### src/design/arp_pkg.sv
package arp_pkg;

    // Request codes carried by req_type.
    localparam logic [1:0] REQ_HOLD    = 2'd0;
    localparam logic [1:0] REQ_RELEASE = 2'd1;
    localparam logic [1:0] REQ_RESET   = 2'd2;
    localparam logic [1:0] REQ_TICK    = 2'd3;

    // Pattern modes.
    localparam logic [2:0] MODE_OFF        = 3'd0;
    localparam logic [2:0] MODE_PLAYED     = 3'd1;
    localparam logic [2:0] MODE_UP         = 3'd2;
    localparam logic [2:0] MODE_DOWN       = 3'd3;
    localparam logic [2:0] MODE_UPDOWN     = 3'd4;
    localparam logic [2:0] MODE_UPDOWN_REP = 3'd5;
    localparam logic [2:0] MODE_RANDOM     = 3'd6;

    // Configuration register indexes.
    localparam logic [1:0] CFG_MODE       = 2'd0;
    localparam logic [1:0] CFG_STEP_TICKS = 2'd1;
    localparam logic [1:0] CFG_GATE_TICKS = 2'd2;

    // Event kinds.
    localparam logic EV_OFF = 1'b0;
    localparam logic EV_ON  = 1'b1;

    localparam int          CFG_W      = 16;
    localparam int          LFSR_W     = 16;
    localparam logic [15:0] LFSR_SEED  = 16'hACE1;
    localparam logic [15:0] LFSR_TAPS  = 16'hB400;
    localparam logic [15:0] TICKS_MAX  = 16'hFFFF;
    localparam logic [15:0] STEP_RESET = 16'd125;
    localparam logic [15:0] GATE_RESET = 16'd75;
    localparam logic [4:0]  DIV_STEPS  = 5'd16;

    // Read address source of the note table.
    typedef enum logic [1:0] {ADDR_I, ADDR_J, ADDR_E} arp_addr_t;

    typedef struct packed {
        arp_addr_t addr_sel;
        logic      latch_in;
        logic      clr_i;
        logic      inc_i;
        logic      clr_j;
        logic      inc_j;
        logic      wr_vel_i;
        logic      append;
        logic      keep_w;
        logic      set_cnt_w;
        logic      clr_table;
        logic      start_play;
        logic      stop_play;
        logic      silence;
        logic      gate_tick;
        logic      step_tick;
        logic      step_prep;
        logic      div_step;
        logic      step_pick;
        logic      set_e_i;
        logic      latch_ni;
        logic      emit_on;
        logic      flush;
    } arp_cmd_t;

    typedef struct packed {
        logic [1:0] req;
        logic       i_lt_cnt;
        logic       j_last;
        logic       w_zero;
        logic       match;
        logic       cnt_zero;
        logic       cnt_full;
        logic       mode_off;
        logic       mode_played;
        logic       step_fire;
        logic       div_done;
        logic       rank_hit;
    } arp_status_t;

endpackage

### src/design/arp_ctrl.sv
module arp_ctrl
    import arp_pkg::*;
(
    input  logic        clk,
    input  logic        rst_n,
    input  logic        start,
    input  arp_status_t status,
    output arp_cmd_t    cmd,
    output logic        busy
);

    typedef enum logic [4:0] {
        S_IDLE, S_DECODE, S_H_RD, S_H_CMP, S_H_APPEND, S_R_RD, S_R_CMP, S_TICK,
        S_STEP, S_DIV, S_PICK, S_RK_RDI, S_RK_LATI, S_RK_RDJ, S_RK_CMPJ, S_RK_CHK,
        S_RD_E, S_EMIT, S_STOP, S_FIN, S_DONE
    } state_t;

    state_t state_reg;
    state_t state_next;

    always_ff @(posedge clk or negedge rst_n)
    begin
        if (!rst_n)
        begin
            state_reg <= S_IDLE;
        end
        else
        begin
            state_reg <= state_next;
        end
    end

    assign busy = (state_reg != S_IDLE);

    always_comb
    begin
        cmd        = '0;
        cmd.addr_sel = ADDR_I;
        state_next = state_reg;
        case (state_reg)
            S_IDLE:
            begin
                if (start)
                begin
                    cmd.latch_in = 1'b1;
                    state_next   = S_DECODE;
                end
            end
            S_DECODE:
            begin
                case (status.req)
                    REQ_HOLD:
                    begin
                        cmd.clr_i  = 1'b1;
                        state_next = S_H_RD;
                    end
                    REQ_RELEASE:
                    begin
                        cmd.clr_i  = 1'b1;
                        state_next = S_R_RD;
                    end
                    REQ_RESET:
                    begin
                        cmd.clr_table = 1'b1;
                        state_next    = S_STOP;
                    end
                    default:
                    begin
                        state_next = S_TICK;
                    end
                endcase
            end
            S_H_RD:
            begin
                state_next = status.i_lt_cnt ? S_H_CMP : S_H_APPEND;
            end
            S_H_CMP:
            begin
                if (status.match)
                begin
                    cmd.wr_vel_i = 1'b1;
                    state_next   = S_FIN;
                end
                else
                begin
                    cmd.inc_i  = 1'b1;
                    state_next = S_H_RD;
                end
            end
            S_H_APPEND:
            begin
                if (status.cnt_full)
                begin
                    state_next = S_FIN;
                end
                else
                begin
                    cmd.append = 1'b1;
                    if (!status.mode_off && status.cnt_zero)
                    begin
                        cmd.start_play = 1'b1;
                        state_next     = S_STEP;
                    end
                    else
                    begin
                        state_next = S_FIN;
                    end
                end
            end
            S_R_RD:
            begin
                if (status.i_lt_cnt)
                begin
                    state_next = S_R_CMP;
                end
                else
                begin
                    cmd.set_cnt_w = 1'b1;
                    state_next    = status.w_zero ? S_STOP : S_FIN;
                end
            end
            S_R_CMP:
            begin
                cmd.keep_w = 1'b1;
                cmd.inc_i  = 1'b1;
                state_next = S_R_RD;
            end
            S_TICK:
            begin
                cmd.gate_tick = 1'b1;
                cmd.step_tick = 1'b1;
                state_next    = status.step_fire ? S_STEP : S_FIN;
            end
            S_STEP:
            begin
                cmd.silence = 1'b1;
                if (status.cnt_zero)
                begin
                    state_next = S_STOP;
                end
                else
                begin
                    cmd.step_prep = 1'b1;
                    state_next    = S_DIV;
                end
            end
            S_DIV:
            begin
                if (status.div_done)
                begin
                    state_next = S_PICK;
                end
                else
                begin
                    cmd.div_step = 1'b1;
                end
            end
            S_PICK:
            begin
                cmd.step_pick = 1'b1;
                cmd.clr_i     = 1'b1;
                state_next    = status.mode_played ? S_RD_E : S_RK_RDI;
            end
            S_RK_RDI:
            begin
                state_next = S_RK_LATI;
            end
            S_RK_LATI:
            begin
                cmd.latch_ni = 1'b1;
                cmd.clr_j    = 1'b1;
                state_next   = S_RK_RDJ;
            end
            S_RK_RDJ:
            begin
                cmd.addr_sel = ADDR_J;
                state_next   = S_RK_CMPJ;
            end
            S_RK_CMPJ:
            begin
                cmd.inc_j  = 1'b1;
                state_next = status.j_last ? S_RK_CHK : S_RK_RDJ;
            end
            S_RK_CHK:
            begin
                if (status.rank_hit)
                begin
                    cmd.set_e_i = 1'b1;
                    state_next  = S_RD_E;
                end
                else
                begin
                    cmd.inc_i  = 1'b1;
                    state_next = S_RK_RDI;
                end
            end
            S_RD_E:
            begin
                cmd.addr_sel = ADDR_E;
                state_next   = S_EMIT;
            end
            S_EMIT:
            begin
                cmd.emit_on = 1'b1;
                state_next  = S_FIN;
            end
            S_STOP:
            begin
                cmd.stop_play = 1'b1;
                state_next    = S_FIN;
            end
            S_FIN:
            begin
                cmd.flush  = 1'b1;
                state_next = S_DONE;
            end
            S_DONE:
            begin
                state_next = S_IDLE;
            end
            default:
            begin
                state_next = S_IDLE;
            end
        endcase
    end

endmodule

### src/design/arp_dp.sv
module arp_dp
    import arp_pkg::*;
#(
    parameter int MAX_NOTES = 16
)
(
    input  logic              clk,
    input  logic              rst_n,
    input  logic [1:0]        req_type,
    input  logic [6:0]        note_number,
    input  logic [15:0]       velocity,
    input  logic              cfg_we,
    input  logic [1:0]        cfg_index,
    input  logic [CFG_W-1:0]  cfg_data,
    input  arp_cmd_t          cmd,
    output arp_status_t       status,
    output logic              strobe,
    output logic              event_kind,
    output logic [6:0]        out_note,
    output logic [15:0]       out_velocity,
    output logic              last_of_run
);

    localparam int CW = $clog2(MAX_NOTES + 1);
    localparam int IW = $clog2(MAX_NOTES);
    localparam int PW = $clog2(2 * MAX_NOTES + 1);

    // Note table, in arrival order.
    logic [6:0]  note_mem [MAX_NOTES];
    logic [15:0] vel_mem  [MAX_NOTES];
    logic [6:0]  q_note_reg;
    logic [15:0] q_vel_reg;
    logic [IW-1:0] rd_addr;
    logic          wr_en;
    logic [IW-1:0] wr_addr;
    logic [6:0]    wr_note;
    logic [15:0]   wr_vel;

    logic [1:0]  req_reg;
    logic [6:0]  in_note_reg;
    logic [15:0] in_vel_reg;
    logic [2:0]  mode_reg;
    logic [15:0] step_ticks_reg;
    logic [15:0] gate_ticks_reg;
    logic [CW-1:0] cnt_reg;
    logic [PW-1:0] pos_reg;
    logic          sounding_valid_reg;
    logic [6:0]    sounding_note_reg;
    logic          running_reg;
    logic [15:0]   sc_reg;
    logic [15:0]   gc_reg;
    logic          ga_reg;
    logic [LFSR_W-1:0] lfsr_reg;
    logic [CW-1:0] i_reg;
    logic [CW-1:0] j_reg;
    logic [CW-1:0] w_reg;
    logic [CW-1:0] rank_reg;
    logic [CW-1:0] r_reg;
    logic [6:0]    ni_reg;
    logic [IW-1:0] e_reg;
    logic [LFSR_W-1:0] dvd_reg;
    logic [PW-1:0] rem_reg;
    logic [PW-1:0] dsr_reg;
    logic [4:0]    dcnt_reg;
    logic          pend_v_reg;
    logic          pend_kind_reg;
    logic [6:0]    pend_note_reg;
    logic [15:0]   pend_vel_reg;
    logic          strobe_reg;
    logic          ev_reg;
    logic [6:0]    onote_reg;
    logic [15:0]   ovel_reg;
    logic          last_reg;

    logic [15:0]   gc_inc;
    logic [15:0]   sc_inc;
    logic          gate_fire;
    logic          step_fire;
    logic [LFSR_W-1:0] lfsr_next;
    logic [PW-1:0] cnt_p;
    logic [PW-1:0] len;
    logic [PW-1:0] pick_r;
    logic [PW:0]   div_t;
    logic          silence_req;
    logic          push_v;
    logic          push_kind;
    logic [6:0]    push_note;
    logic [15:0]   push_vel;
    logic [2:0]    cfg_mode;

    always_comb
    begin
        case (cmd.addr_sel)
            ADDR_J:  rd_addr = j_reg[IW-1:0];
            ADDR_E:  rd_addr = e_reg;
            default: rd_addr = i_reg[IW-1:0];
        endcase
    end

    always_comb
    begin
        wr_en   = 1'b0;
        wr_addr = i_reg[IW-1:0];
        wr_note = in_note_reg;
        wr_vel  = in_vel_reg;
        if (cmd.wr_vel_i)
        begin
            wr_en = 1'b1;
        end
        else if (cmd.append)
        begin
            wr_en   = 1'b1;
            wr_addr = cnt_reg[IW-1:0];
        end
        else if (cmd.keep_w && (q_note_reg != in_note_reg))
        begin
            wr_en   = 1'b1;
            wr_addr = w_reg[IW-1:0];
            wr_note = q_note_reg;
            wr_vel  = q_vel_reg;
        end
    end

    always_ff @(posedge clk)
    begin
        if (wr_en)
        begin
            note_mem[wr_addr] <= wr_note;
            vel_mem[wr_addr]  <= wr_vel;
        end
        q_note_reg <= note_mem[rd_addr];
        q_vel_reg  <= vel_mem[rd_addr];
    end

    assign gc_inc    = (gc_reg == TICKS_MAX) ? gc_reg : gc_reg + 16'd1;
    assign sc_inc    = (sc_reg == TICKS_MAX) ? sc_reg : sc_reg + 16'd1;
    assign gate_fire = ga_reg && (gc_inc >= gate_ticks_reg);
    assign step_fire = running_reg && (sc_inc >= step_ticks_reg);
    assign lfsr_next = (lfsr_reg >> 1) ^ (lfsr_reg[0] ? LFSR_TAPS : '0);
    assign cnt_p     = PW'(cnt_reg);
    assign div_t     = {rem_reg, dvd_reg[LFSR_W-1]};
    assign cfg_mode  = cfg_data[2:0];

    // Pattern length and the rank that the pattern position asks for.
    always_comb
    begin
        case (mode_reg)
            MODE_UPDOWN:     len = (cnt_p > PW'(2)) ? (cnt_p + cnt_p - PW'(2)) : cnt_p;
            MODE_UPDOWN_REP: len = cnt_p + cnt_p;
            default:         len = cnt_p;
        endcase
        case (mode_reg)
            MODE_DOWN:
                pick_r = cnt_p - PW'(1) - rem_reg;
            MODE_UPDOWN:
                pick_r = (rem_reg < cnt_p) ? rem_reg : (cnt_p + cnt_p - PW'(2) - rem_reg);
            MODE_UPDOWN_REP:
                pick_r = (rem_reg < cnt_p) ? rem_reg : (cnt_p + cnt_p - PW'(1) - rem_reg);
            default:
                pick_r = rem_reg;
        endcase
    end

    always_comb
    begin
        silence_req = cmd.silence || cmd.stop_play || (cmd.gate_tick && gate_fire);
        push_v      = 1'b0;
        push_kind   = EV_OFF;
        push_note   = sounding_note_reg;
        push_vel    = '0;
        if (cmd.emit_on)
        begin
            push_v    = 1'b1;
            push_kind = EV_ON;
            push_note = q_note_reg;
            push_vel  = q_vel_reg;
        end
        else if (silence_req && sounding_valid_reg)
        begin
            push_v = 1'b1;
        end
    end

    always_ff @(posedge clk or negedge rst_n)
    begin
        if (!rst_n)
        begin
            req_reg            <= REQ_HOLD;
            in_note_reg        <= '0;
            in_vel_reg         <= '0;
            mode_reg           <= MODE_OFF;
            step_ticks_reg     <= STEP_RESET;
            gate_ticks_reg     <= GATE_RESET;
            cnt_reg            <= '0;
            pos_reg            <= '0;
            sounding_valid_reg <= 1'b0;
            sounding_note_reg  <= '0;
            running_reg        <= 1'b0;
            sc_reg             <= '0;
            gc_reg             <= '0;
            ga_reg             <= 1'b0;
            lfsr_reg           <= LFSR_SEED;
            i_reg              <= '0;
            j_reg              <= '0;
            w_reg              <= '0;
            rank_reg           <= '0;
            r_reg              <= '0;
            ni_reg             <= '0;
            e_reg              <= '0;
            dvd_reg            <= '0;
            rem_reg            <= '0;
            dsr_reg            <= '0;
            dcnt_reg           <= '0;
            pend_v_reg         <= 1'b0;
            pend_kind_reg      <= EV_OFF;
            pend_note_reg      <= '0;
            pend_vel_reg       <= '0;
            strobe_reg         <= 1'b0;
            ev_reg             <= EV_OFF;
            onote_reg          <= '0;
            ovel_reg           <= '0;
            last_reg           <= 1'b0;
        end
        else
        begin
            if (cfg_we)
            begin
                case (cfg_index)
                    CFG_MODE:
                    begin
                        if (cfg_mode != mode_reg)
                        begin
                            mode_reg <= cfg_mode;
                            if (cfg_mode == MODE_OFF)
                            begin
                                running_reg <= 1'b0;
                                sc_reg      <= '0;
                            end
                            else
                            begin
                                pos_reg <= '0;
                                if (cnt_reg != '0)
                                begin
                                    running_reg <= 1'b1;
                                    sc_reg      <= TICKS_MAX;
                                end
                            end
                        end
                    end
                    CFG_STEP_TICKS: step_ticks_reg <= cfg_data;
                    CFG_GATE_TICKS: gate_ticks_reg <= cfg_data;
                    default: ;
                endcase
            end

            if (cmd.latch_in)
            begin
                req_reg     <= req_type;
                in_note_reg <= note_number;
                in_vel_reg  <= velocity;
            end
            if (cmd.clr_i)
            begin
                i_reg <= '0;
                w_reg <= '0;
            end
            if (cmd.inc_i)
            begin
                i_reg <= i_reg + CW'(1);
            end
            if (cmd.keep_w && (q_note_reg != in_note_reg))
            begin
                w_reg <= w_reg + CW'(1);
            end
            if (cmd.clr_j)
            begin
                j_reg    <= '0;
                rank_reg <= '0;
            end
            if (cmd.inc_j)
            begin
                j_reg <= j_reg + CW'(1);
                if (q_note_reg < ni_reg)
                begin
                    rank_reg <= rank_reg + CW'(1);
                end
            end
            if (cmd.latch_ni)
            begin
                ni_reg <= q_note_reg;
            end
            if (cmd.set_e_i)
            begin
                e_reg <= i_reg[IW-1:0];
            end
            if (cmd.append)
            begin
                cnt_reg <= cnt_reg + CW'(1);
            end
            if (cmd.set_cnt_w)
            begin
                cnt_reg <= w_reg;
            end
            if (cmd.clr_table)
            begin
                cnt_reg <= '0;
                pos_reg <= '0;
            end
            if (cmd.start_play)
            begin
                pos_reg     <= '0;
                running_reg <= 1'b1;
                sc_reg      <= '0;
            end
            if (cmd.gate_tick && ga_reg)
            begin
                if (gate_fire)
                begin
                    ga_reg <= 1'b0;
                    gc_reg <= '0;
                end
                else
                begin
                    gc_reg <= gc_inc;
                end
            end
            if (cmd.step_tick && running_reg)
            begin
                sc_reg <= step_fire ? '0 : sc_inc;
            end
            if (cmd.stop_play)
            begin
                running_reg <= 1'b0;
                sc_reg      <= '0;
                ga_reg      <= 1'b0;
                gc_reg      <= '0;
            end

            // Shared restoring modulo unit: one dividend bit per cycle.
            if (cmd.step_prep)
            begin
                rem_reg  <= '0;
                dcnt_reg <= DIV_STEPS;
                if (mode_reg == MODE_RANDOM)
                begin
                    lfsr_reg <= lfsr_next;
                    dvd_reg  <= lfsr_next;
                    dsr_reg  <= cnt_p;
                end
                else
                begin
                    dvd_reg <= LFSR_W'(pos_reg);
                    dsr_reg <= len;
                end
            end
            if (cmd.div_step)
            begin
                dvd_reg  <= dvd_reg << 1;
                dcnt_reg <= dcnt_reg - 5'd1;
                if (div_t >= {1'b0, dsr_reg})
                begin
                    rem_reg <= PW'(div_t - {1'b0, dsr_reg});
                end
                else
                begin
                    rem_reg <= div_t[PW-1:0];
                end
            end
            if (cmd.step_pick)
            begin
                r_reg <= pick_r[CW-1:0];
                e_reg <= rem_reg[IW-1:0];
                if (mode_reg != MODE_RANDOM)
                begin
                    pos_reg <= rem_reg + PW'(1);
                end
            end

            if (silence_req && sounding_valid_reg)
            begin
                sounding_valid_reg <= 1'b0;
            end
            if (cmd.emit_on)
            begin
                sounding_valid_reg <= 1'b1;
                sounding_note_reg  <= q_note_reg;
                ga_reg             <= 1'b1;
                gc_reg             <= '0;
            end

            // One result is held back so that the final one can be marked.
            if (push_v)
            begin
                pend_v_reg    <= 1'b1;
                pend_kind_reg <= push_kind;
                pend_note_reg <= push_note;
                pend_vel_reg  <= push_vel;
            end
            strobe_reg <= (push_v || cmd.flush) && pend_v_reg;
            if ((push_v || cmd.flush) && pend_v_reg)
            begin
                ev_reg     <= pend_kind_reg;
                onote_reg  <= pend_note_reg;
                ovel_reg   <= pend_vel_reg;
                last_reg   <= cmd.flush;
            end
            if (cmd.flush)
            begin
                pend_v_reg <= 1'b0;
            end
        end
    end

    always_comb
    begin
        status             = '0;
        status.req         = req_reg;
        status.i_lt_cnt    = (i_reg < cnt_reg);
        status.j_last      = ((j_reg + CW'(1)) >= cnt_reg);
        status.w_zero      = (w_reg == '0);
        status.match       = (q_note_reg == in_note_reg);
        status.cnt_zero    = (cnt_reg == '0);
        status.cnt_full    = (cnt_reg >= CW'(MAX_NOTES));
        status.mode_off    = (mode_reg == MODE_OFF);
        status.mode_played = (mode_reg == MODE_PLAYED);
        status.step_fire   = step_fire;
        status.div_done    = (dcnt_reg == '0);
        status.rank_hit    = (rank_reg == r_reg);
    end

    assign strobe       = strobe_reg;
    assign event_kind   = ev_reg;
    assign out_note     = onote_reg;
    assign out_velocity = ovel_reg;
    assign last_of_run  = last_reg;

endmodule

### src/design/note_arpeggiator_sequencer.sv
// Arpeggiator: keeps the held notes and steps through them on millisecond ticks.
// Requests enter on start when busy is low: hold, release, reset all or tick,
// with note_number and velocity alongside. Each beat gives zero, one or two
// results on strobe, one cycle each; last_of_run marks the final result of a
// request. The receiver cannot stall, so there is no back-pressure on results.
// Configuration (mode, step_ticks, gate_ticks) is written through cfg_we,
// cfg_index and cfg_data; the user must write it only while busy is low, which
// the block does not enforce. It takes effect at once. A hold scans the table
// entry by entry, reading then comparing each. A step runs the modulo unit and
// then, outside played mode, a rank search over the entries tried, each compared
// with every held note one read at a time, since the table has a single read port.
// Results appear before busy falls; the next beat is taken once busy is low.
// Reset clears the table, stops play and reloads the default tick counts and
// the random seed. The table contents are not cleared; the count guards them.
module note_arpeggiator_sequencer
    import arp_pkg::*;
#(
    parameter int MAX_NOTES = 16
)
(
    input  logic             clk,
    input  logic             rst_n,
    input  logic             start,
    output logic             busy,
    input  logic [1:0]       req_type,
    input  logic [6:0]       note_number,
    input  logic [15:0]      velocity,
    input  logic             cfg_we,
    input  logic [1:0]       cfg_index,
    input  logic [CFG_W-1:0] cfg_data,
    output logic             strobe,
    output logic             event_kind,
    output logic [6:0]       out_note,
    output logic [15:0]      out_velocity,
    output logic             last_of_run
);

    // Commands flow from the sequencer to the datapath, status flows back.
    arp_cmd_t    cmd;
    arp_status_t status;

    arp_ctrl u_ctrl (
        .clk    (clk),
        .rst_n  (rst_n),
        .start  (start),
        .status (status),
        .cmd    (cmd),
        .busy   (busy)
    );

    arp_dp #(
        .MAX_NOTES (MAX_NOTES)
    ) u_dp (
        .clk          (clk),
        .rst_n        (rst_n),
        .req_type     (req_type),
        .note_number  (note_number),
        .velocity     (velocity),
        .cfg_we       (cfg_we),
        .cfg_index    (cfg_index),
        .cfg_data     (cfg_data),
        .cmd          (cmd),
        .status       (status),
        .strobe       (strobe),
        .event_kind   (event_kind),
        .out_note     (out_note),
        .out_velocity (out_velocity),
        .last_of_run  (last_of_run)
    );

endmodule

### config.mk
export PLATFORM = sky130hd
export DESIGN_NAME = note_arpeggiator_sequencer
export DESIGN_NICKNAME = d
export VERILOG_FILES = /design/src/design/arp_pkg.sv /design/src/design/arp_ctrl.sv /design/src/design/arp_dp.sv /design/src/design/note_arpeggiator_sequencer.sv
export SDC_FILE = /design/constraint.sdc
export NUM_CORES = 1
export LEC_CHECK = 0
export CORE_ASPECT_RATIO = 1.75
export CORE_MARGIN = 8
export CORE_UTILIZATION = 40
export CTS_CLUSTER_SIZE = 12
export DETAILED_ROUTE_END_ITERATION = 8
export DONT_BUFFER_PORTS = 1
export PLACE_DENSITY = 0.65
export SYNTH_ARGS = -nofsm -noshare
export SYNTH_HDL_FRONTEND = slang
export SYNTH_HIERARCHICAL = 1
export SYNTH_SLANG_ARGS = --single-unit
### constraint.sdc
create_clock -name clk -period 8.7 [get_ports clk]
set_clock_uncertainty 0.2 [all_clocks]
set_input_delay 0.87 -clock clk [delete_from_list [all_inputs] [get_ports clk]]
set_output_delay 0.87 -clock clk [all_outputs]
set_load 0.05 [all_outputs]
Yosys cells after proc, flatten, opt, wreduce, memory -nomap -nowiden. Memories as Yosys holds them, arrays and structs flattened. A register that Yosys moved wholly into a read port is not among the register bits. Index checks and enable logic that the tools add are counted.

Logic and storage cells: 290. Output and inout bits: 27. Memories kept: 2. Register bits after elaboration: 254. Bits in writable memories: 368.

Memory list: u_dp.vel_mem (depth 16, width 16, read ports 1, clocked after memory_dff 1, write ports 1, RTL line arp_dp.sv:30) `logic [15:0] vel_mem [MAX_NOTES];`; u_dp.note_mem (depth 16, width 7, read ports 1, clocked after memory_dff 1, write ports 1, RTL line arp_dp.sv:29) `logic [6:0] note_mem [MAX_NOTES];`.

Magnitude comparators: 9. Reduce and logical (&&, ||, !) cells: 51. Add/sub/neg operators: 17. Bitwise operators: 1. Multiplexer cells: 135. Equality and inequality tests: 39.

Operators with widths (count): $mux W16 (23); $mux W5 (25); $pmux W5 S19 (1); $mux W6 (13); $mux W1 (54); $eq A5 B4 Y1 const B (8); $add A16 B1 Y16 const B (2); $eq A16 B16 Y1 const B (2); $ge A16 B16 Y1 (2); $pmux W5 S3 (2); $mux W7 (4); $add A5 B1 Y5 const B (5); $eq A5 B3 Y1 const B (4); $eq A5 B5 Y1 const B (4); $logic_not A5 Y1 (4); $mux W4 (5); $reduce_bool A3 Y1 (6); $reduce_bool A4 Y1 (4); $xor A15 B16 Y16 (1); $reduce_bool A5 Y1 (3); $sub A5 B1 Y5 const B (3); $sub A5 B5 Y5 (3); $reduce_bool A2 Y1 (7); $pmux W6 S2 (1); 39 further kinds (66).

Depth between registers and ports, before layout. Gate-level depths: netlist of the first run.

Word-level depth: 11. Depth in mapped cells: 17.

Modules after synthesis. The synthesis of the first run kept the hierarchy.

Modules (own cells, without submodules): arp_dp (instances 1, sequential area each 17739.5 µm², area each 28813.9 µm², cells an instance 2017); arp_ctrl (instances 1, sequential area each 125.1 µm², area each 828.3 µm², cells an instance 119).

Worst setup path after synthesis of the first run. Ideal clock, no wire load.

Path kind: register to register. From: register u_ctrl.state_reg[0]. To: memory u_dp.note_mem[12][0] (enable). Path buffers: 3. Slack: 4.273 ns. Arrival time: 3.796 ns. Period minus slack after synthesis: 4.427 ns. Required time: 8.068 ns. Cell stages (with the launch flop): 11. Setup time: 0.432 ns. Path through: dfrtp_1 -> buf_4 -> or3_1 -> buf_2 -> nor3_1 -> buf_1 -> nand2_1 -> o21a_1 -> nand3_1 -> o311ai_0 -> nor3_1.

RTL lines: from (decl) (RTL line arp_ctrl.sv:18) `state_t state_reg;`; from (signal assigned) (RTL line arp_ctrl.sv:29) `state_reg <= state_next;`; to (decl) (RTL line arp_dp.sv:29).

==> results of run 1 <==
-- cells by family (layout without fill, tap and decap cells) --
| family | after synthesis | count (layout) |
|---|---|---|
| fa+ha+maj | 88 | 88 |
| xor+xnor | 60 | 60 |
| buf+inv | 202 | 255 |
| other cells | 0 | 3 |
| compound gates | 367 | 367 |
| flops | 644 | 644 |
| mux | 306 | 306 |
| simple gates | 469 | 469 |
-- Yosys cell counts (9+ instances only) --
master    number
a211oi_1      14
a21o_1        26
a21oi_1       71
a22o_1        27
a22oi_1       12
a31oi_1       14
and3_1        17
buf_1         15
buf_2         29
buf_4          9
clkbuf_1      50
dfrtp_1      235
dfstp_2       18
dfxtp_1       23
edfxtp_1     368
ha_1          84
inv_1         95
mux2_2       126
mux2i_1       86
mux4_2        92
nand2_1      140
nand2b_1      30
nand3_1       45
nand4_1       14
nor2_1        97
nor2b_1       18
nor3_1        45
o211ai_1      11
o21a_1        13
o21ai_0       88
o31ai_1       11
xnor2_1       42
xor2_1        18
-- critical path, delay by kind of cell, from the launching register on --
kind	cells	cell delay [ps]
DFF	1	760
AOI/OAI and AO/OA	1	160
buffers and inverters	3	1270
and+or+nand+nor	3	940
muxes	3	680
adders and majority gates	1	570
-- per-layer routing --
| metal | wire, um | vias up | track usage [%] | part of all wire (%) |
|---|---|---|---|---|
| li1 | - | 8053 | - | - |
| met1 | 27910 | 9235 | 19.35 | 38 |
| met2 | 39750 | 510 | 32.86 | 53 |
| met3 | 3735 | 157 | 3.199 | 5.0 |
| met4 | 2934 | 2 | 7.835 | 3.9 |
| met5 | 13 | - | 0 | 0.017 |
-- worst min-delay path by stage --
stage                             startpoint  cells after the start                                 end
2_1_floorplan   u_dp/lfsr_reg[6]$_DFFE_PN1P_                      2        u_dp/lfsr_reg[5]$_DFFE_PN1P_
3_3_place_gp   u_dp/lfsr_reg[15]$_DFFE_PN1P_                      2       u_dp/lfsr_reg[15]$_DFFE_PN1P_
3_5_place_dp    u_dp/lfsr_reg[6]$_DFFE_PN1P_                      2        u_dp/lfsr_reg[5]$_DFFE_PN1P_
4_1_cts                                rst_n                      1  u_dp/gate_ticks_reg[3]$_DFFE_PN1P_
5_1_grt                                rst_n                      1  u_dp/step_ticks_reg[6]$_DFFE_PN1P_
6_report                               rst_n                      1  u_dp/step_ticks_reg[3]$_DFFE_PN1P_
-- through the flow --
stage               cell area, um^2  hold slack (ps)
global placement              30720            256.4
global route                  32940            82.47
CTS                           32900            71.73
finish                        32950            84.72
detailed placement            30720            264.8
floorplan                     29640            241.5
-- cells in the final DEF, fill, tap and decap left out, types with 16 or more instances in the layout --
cell type	n
a21o_1	26
a21oi_1	67
a22o_1	27
and3_1	16
buf_4	32
clkbuf_1	35
clkbuf_16	69
dfrtp_1	235
dfstp_2	18
dfxtp_1	23
edfxtp_1	368
ha_1	84
inv_1	95
mux2_2	126
mux2i_1	86
mux4_2	92
nand2_1	140
nand2b_1	30
nand3_1	45
nor2_1	88
nor2b_1	18
nor3_1	35
o21ai_0	88
xnor2_1	42
xor2_1	18
-- area by class of cell --
cell class	instances	area share, %
flip-flops and latches	644	54.22
multi-input cells	1290	33.56
clock buffers	111	5.932
well taps	938	3.562
inverters	96	1.094
repair buffers	37	1.048
clock inverters	11	0.5583
diodes	3	0.02279
-- power breakdown --
part | total [mW] | switching (mW) | internal [mW]
logic | 3.37 | 1.90 | 1.47
registers | 4.70 | 0.711 | 3.99
clock network | 2.80 | 1.18 | 1.61
total | 10.9 | 3.79 | 7.07
==> impl_metrics.yaml, run 1 <==
critical_path:
  reg2reg_slack_ps: 3840
  cp-startpoint: "u_ctrl/state_reg[0]$_DFFE_PN0P_"
  r2r-start: "u_ctrl/state_reg[0]$_DFFE_PN0P_"
  cp.required_ps: 8970
  cp_cell_sequence: "or3b_1, nor2_1, inv_1, ha_1, nor2_1, a21oi_4, buf_4, buf_4, mux4_2, mux2i_1, mux2i_1"
  cp_max_fo: 61
  cp-end-kind: "register"
  path_class: "reg2reg"
  critical_path_arrival_ps: 5120
  cp-endpoint: "u_dp/q_vel_reg[5]$_DFF_P_"
  cp_slowest_cell: "buf_4"
  r2r_end: "u_dp/q_vel_reg[5]$_DFF_P_"
  reg2regPathDepth: 11
  startpoint_type: "register"
  cp_slowest_stage_delay_ps: 770
drt:
  wl_um: 74340
  wire_per_inst_um: 23.75
  via_per_inst: 5.737
  ant_nets: 0
  drc_errors: 0
  vias: 17960
  drt_iter0_drc: 1392
  drt_first_pass_iters: 6
yosys:
  synthAdderAreaFrac_pct: 3.816
  synth_top_family_by_area: "multiplexers"
  synth_area_per_cell_um2: 13.88
  synth_seq_area_share_pct: 60.27
  synth_seq_cells: 644
  synthesis.instances: 2136
  syn_area_um2: 29640
  yosysWarnings: 6
  postSynth.asyncResetShare_pct: 39.29
  synth_top_cell_by_area: "edfxtp_1"
  ys_types: 95
  synth_fp_nets: 2271
  synth-xor-area-share_pct: 1.773
  synth_mux_area_share_pct: 14.76
  yosys.area_share.simple_pct: 7.952
  synth_compound_area_share_pct: 8.586
  synthTopCellsByArea: "edfxtp_1, dfrtp_1, mux4_2"
  synth_top_area_share_pct: 37.28
  synth_edf_count: 368
  synthFlopType: "edfxtp_1"
final_layout:
  fillerInstances: 6512
  multi_input_area_um2: 11060
  ff_latch_area_um2: 17860
  largest_register: "u_dp/vel_mem"
  fin_nets: 2271
  syn_to_final_growth_pct: 11.15
  top_regs: "u_dp/vel_mem: 256 flops, u_dp/note_mem: 112 flops"
  final_util_pct: 44.73
  drive_above_1_share_pct: 19.00
  final_cells: 3130
  largest_reg_flops: 256
clocking:
  clock_latency_ps: 620
  cts_buffers: 67
  postCtsSetupBuffers: 0
  root_buffer: "clkbuf_16"
  numClockSinks: 644
  post_cts_resized: 0
  cts_max_level: 3
  clock_path_buffers: 3
  cts_tree: "yes"
  ctsHoldBuffers: 2
  clk_pin_slew_ps: 70
sta:
  worst_pin_slew_ps: 1222
  hold_violations: 0
  period_share_pct: 55.82
  maxSlewHeadroom_pct: 17.48
  setup_slack_ps: 3843
  clock.fmax_mhz: 205.9
  post-route-min-period_ps: 4857
  setup_tns_ps: 0
  rsz0062_at_grt: "false"
  drv_slew: 0
  setup-violations-final: 0
global_routing:
  antenna_found_initial: 3
  grt_usage_pct: 17.64
  grt_pass1_vias: 18950
  grt_pass1_wl_um: 113400
  overflow: 0
  grt_max_degree: 236
power:
  p_leak_nw: 12.82
  power.density_nw_per_um2: 329.8
  fin_total_pwr_mw: 10.86
  ir_drop_v: 0.0002598
outcome:
  status: "finished clean"
run:
  drv_cap: 0
placement:
  io_buffers: 0
  dp.cells: 3001
  pre_cts_slack_ps: 3886
  hpwl_um: 46580
  gp_congestion: 0.9098
floorplanning:
  die_h_um: 376.1
  coreArea_um2: 73660
  dieWidth_um: 221.8
  rows: 132
  start_util_pct: 40.24
  boundaryPins: 74
  fp.dieArea_um2: 83410
hold_path:
  hold_path.class: "in2async"
No activity file was read; power rests on OpenSTA's default activity.
==> run 2, diff against run 1 <==
Settings changed: ABC_AREA set to 1.
Clock period 8.7 ns to 5 ns, I/O delays scaled along.
==> run 2 against run 1 <==
Net effect: the flow now finishes with violations (negative hold slack); global-route usage increased by 0.32 points; non-clock buffer count is 80 higher; via count is 18% higher; clock-buffer cell count shrank 5.
==> impl_metrics.yaml, run 2 <==
clocking:
  postCtsSetupBuffers: 0
  root_buffer: "clkbuf_16"
  cts_max_level: 3
  ctsHoldBuffers: 45
  clock_path_buffers: 3
  cts_tree: "yes"
  clk_pin_slew_ps: 60
  clock_latency_ps: 620
  post_cts_resized: 0
  numClockSinks: 644
  cts_buffers: 66
yosys:
  ys_types: 62
  synth_seq_area_share_pct: 59.92
  synthTopCellsByArea: "edfxtp_1, dfrtp_1, nand2_1"
  synth_fp_nets: 3049
  synth.most_common_cell: "nand2_1"
  synth_area_per_cell_um2: 10.23
  synthFlopType: "edfxtp_1"
  postSynth.asyncResetShare_pct: 39.29
  synth_top_cell_by_area: "edfxtp_1"
  synth_seq_cells: 644
  synth_common_cells: "nand2_1, edfxtp_1, o21ai_0, inv_1, dfrtp_1"
  synth_edf_count: 368
  synth_top_area_share_pct: 37.06
  yosysWarnings: 6
  syn_area_um2: 29810
  synthesis.instances: 2914
global_routing:
  gr-usage-met1_pct: 20.49
  use_met3_pct: 3.158
  grt_pass1_vias: 21230
  antenna_found_initial: 0
  met2_usage_pct: 32.29
  grt_usage_pct: 17.96
  overflow: 0
  grt_max_degree: 254
  top_usage_layer: "met2"
  grt_pass1_wl_um: 118700
sta:
  rsz0062_at_grt: "false"
  hold_violations: 252
  clock.fmax_mhz: 245.0
  maxSlewHeadroom_pct: 29.01
  post-route-min-period_ps: 4081
  holdWs_ps: -602.7
  setup-violations-final: 0
  worst_pin_slew_ps: 1064
  setup_tns_ps: 0
  period_share_pct: 81.62
  drv_slew: 0
drt:
  drt_first_pass_iters: 5
  drc_errors: 0
  via_per_inst: 5.340
  wl_um: 75730
  wire_per_inst_um: 19.13
  drt_iter0_drc: 1573
  vias: 21140
  ant_nets: 0
final_layout:
  antenna_cells: 0
  largest_register: "u_dp/vel_mem"
  final_cells: 3958
  final_util_pct: 45.49
  largest_reg_flops: 256
  fin_area_um2: 33660
  final_common_cell: "nand2_1"
  drive_above_1_share_pct: 11.49
  fin_nets: 3106
  top_regs: "u_dp/vel_mem: 256 flops, u_dp/note_mem: 112 flops"
  syn_to_final_growth_pct: 12.89
  final_cell_mix: "nand2_1, edfxtp_1, o21ai_0"
power:
  p_seq_share_pct: 39.2
  power_frac_comb_pct: 37.3
  switchingPower_mw: 7.915
  sw_frac_of_total_pct: 39.47
  p_leak_nw: 13.57
  ir_drop_v: 0.0006701
  clkPwrFrac_pct: 23.5
  internal_power_mw: 12.14
  power.density_nw_per_um2: 595.7
placement:
  hpwl_um: 48490
  dp.cells: 3796
  dpl_cell_area_um2: 31160
  gp_congestion: 0.8914
  io_buffers: 0
floorplanning:
  fp.dieArea_um2: 83870
  rows: 132
  coreArea_um2: 73990
  dieWidth_um: 222.4
  boundaryPins: 74
  start_util_pct: 40.30
  die_h_um: 377.2
critical_path:
  r2r-start: "u_dp/gc_reg[1]$_DFFE_PN0P_"
  cp_slowest_stage_delay_ps: 390
  reg2regPathDepth: 22
  critical_path_arrival_ps: 4380
  cp_max_fo: 24
  path_class: "reg2reg"
  reg2reg_slack_ps: 920
  startpoint_type: "register"
  cp_cell_sequence: "ha_1, nand3_1, nor2_1, nand2_1, nor3_1, nand2_1, inv_1, nor2_1, xor2_1, inv_1, ha_1, a21oi_1, o21ai_0, a21oi_1, nand2_1, nand2_1, nand2_1, nand2_2, buf_4, nand2_1, o21ai_0, inv_1"
  cp.required_ps: 5300
  path_buf_inv: 4
  cp-end-kind: "register"
  r2r_end: "u_dp/pend_v_reg$_DFFE_PN0P_"
  cp_slowest_cell: "dfrtp_1"
  cp_common_cell: "nand2_1"
  critical_path.top_delay_family: "simple AND/OR/NAND/NOR gates"
hold_path:
  hold_path.class: "in2async"
run:
  drv_cap: 0
outcome:
  violations: "negative hold slack"
  status: "finished, violations left"
==> run 2: cell count changes after synthesis, moves of 77 or more <==
| cell | previous run | this run |
|---|---|---|
| inv_1 | 95 | 269 |
| o21ai_0 | 88 | 317 |
| nand2_1 | 140 | 520 |
| or2_2 | 7 | 90 |
| mux4_2 | 92 | 0 |
| mux2i_1 | 86 | 0 |
| mux2_2 | 126 | 20 |
| o211ai_1 | 11 | 127 |
| nand3_1 | 45 | 122 |
| nor2_1 | 97 | 233 |
==> run 2: power groups by stage <==
| stage | logic, mW | registers, mW | clock network, mW |
|---|---|---|---|
| floorplan | 5.41 | 7.67 | 0 |
| global placement | 7.32 | 7.94 | 0 |
| detailed placement | 7.45 | 7.95 | 0 |
| CTS | 7.49 | 7.85 | 4.82 |
| global route | 8.42 | 7.95 | 5.02 |
| finish | 7.49 | 7.85 | 4.71 |
==> run 2: through the flow <==
step / power (mW) / worst slack (ps)
after global routing: 21.39 / 443.3
final: 20.05 / 919.0
after CTS: 20.17 / 880.2
after floorplan: 13.07 / 1600
after global placement: 15.26 / 943.7
after detailed placement: 15.39 / 901.7
==> run 2: cell families after synthesis <==
group	count (synthesis)	share of synthesized area, %
DFF	644	59.92
muxes	20	0.7554
and+or+nand+nor	1050	15.36
xor gates and xnor gates	56	1.645
AOI/OAI and AO/OA	650	13.07
buffers and inverters	406	5.451
adders and majority gates	88	3.794
==> run 2: worst max path at each step <==
stage / slack [ps] / endpoint / cells after the start / from
2_1_floorplan: 1600 / u_dp/note_mem[0][0]$_DFFE_PP_ / 9 / u_ctrl/state_reg[1]$_DFFE_PN0P_
3_3_place_gp: 940 / u_dp/pend_v_reg$_DFFE_PN0P_ / 22 / u_dp/gc_reg[1]$_DFFE_PN0P_
3_5_place_dp: 900 / u_dp/pend_v_reg$_DFFE_PN0P_ / 22 / u_dp/gc_reg[1]$_DFFE_PN0P_
4_1_cts: 880 / u_dp/pend_v_reg$_DFFE_PN0P_ / 22 / u_dp/gc_reg[1]$_DFFE_PN0P_
5_1_grt: 440 / u_dp/pend_v_reg$_DFFE_PN0P_ / 22 / u_dp/gc_reg[1]$_DFFE_PN0P_
6_report: 920 / u_dp/pend_v_reg$_DFFE_PN0P_ / 22 / u_dp/gc_reg[1]$_DFFE_PN0P_
==> run 2: cell type report <==
type                       count  area (um^2)
multi-input combinational   1864        10490
clock inverter                11        203.9
clock buffer                 106         1842
timing repair buffer         117         1041
inverter                     278         1047
sequential                   644        17860
fill                        6794        40330
tap                          938         1174
==> run 2: metal layers <==
metal	part of all wire (%)	wire length, um
met1	39	29710
met2	51	38470
met3	5.3	4011
met4	4.7	3534
met5	0	0
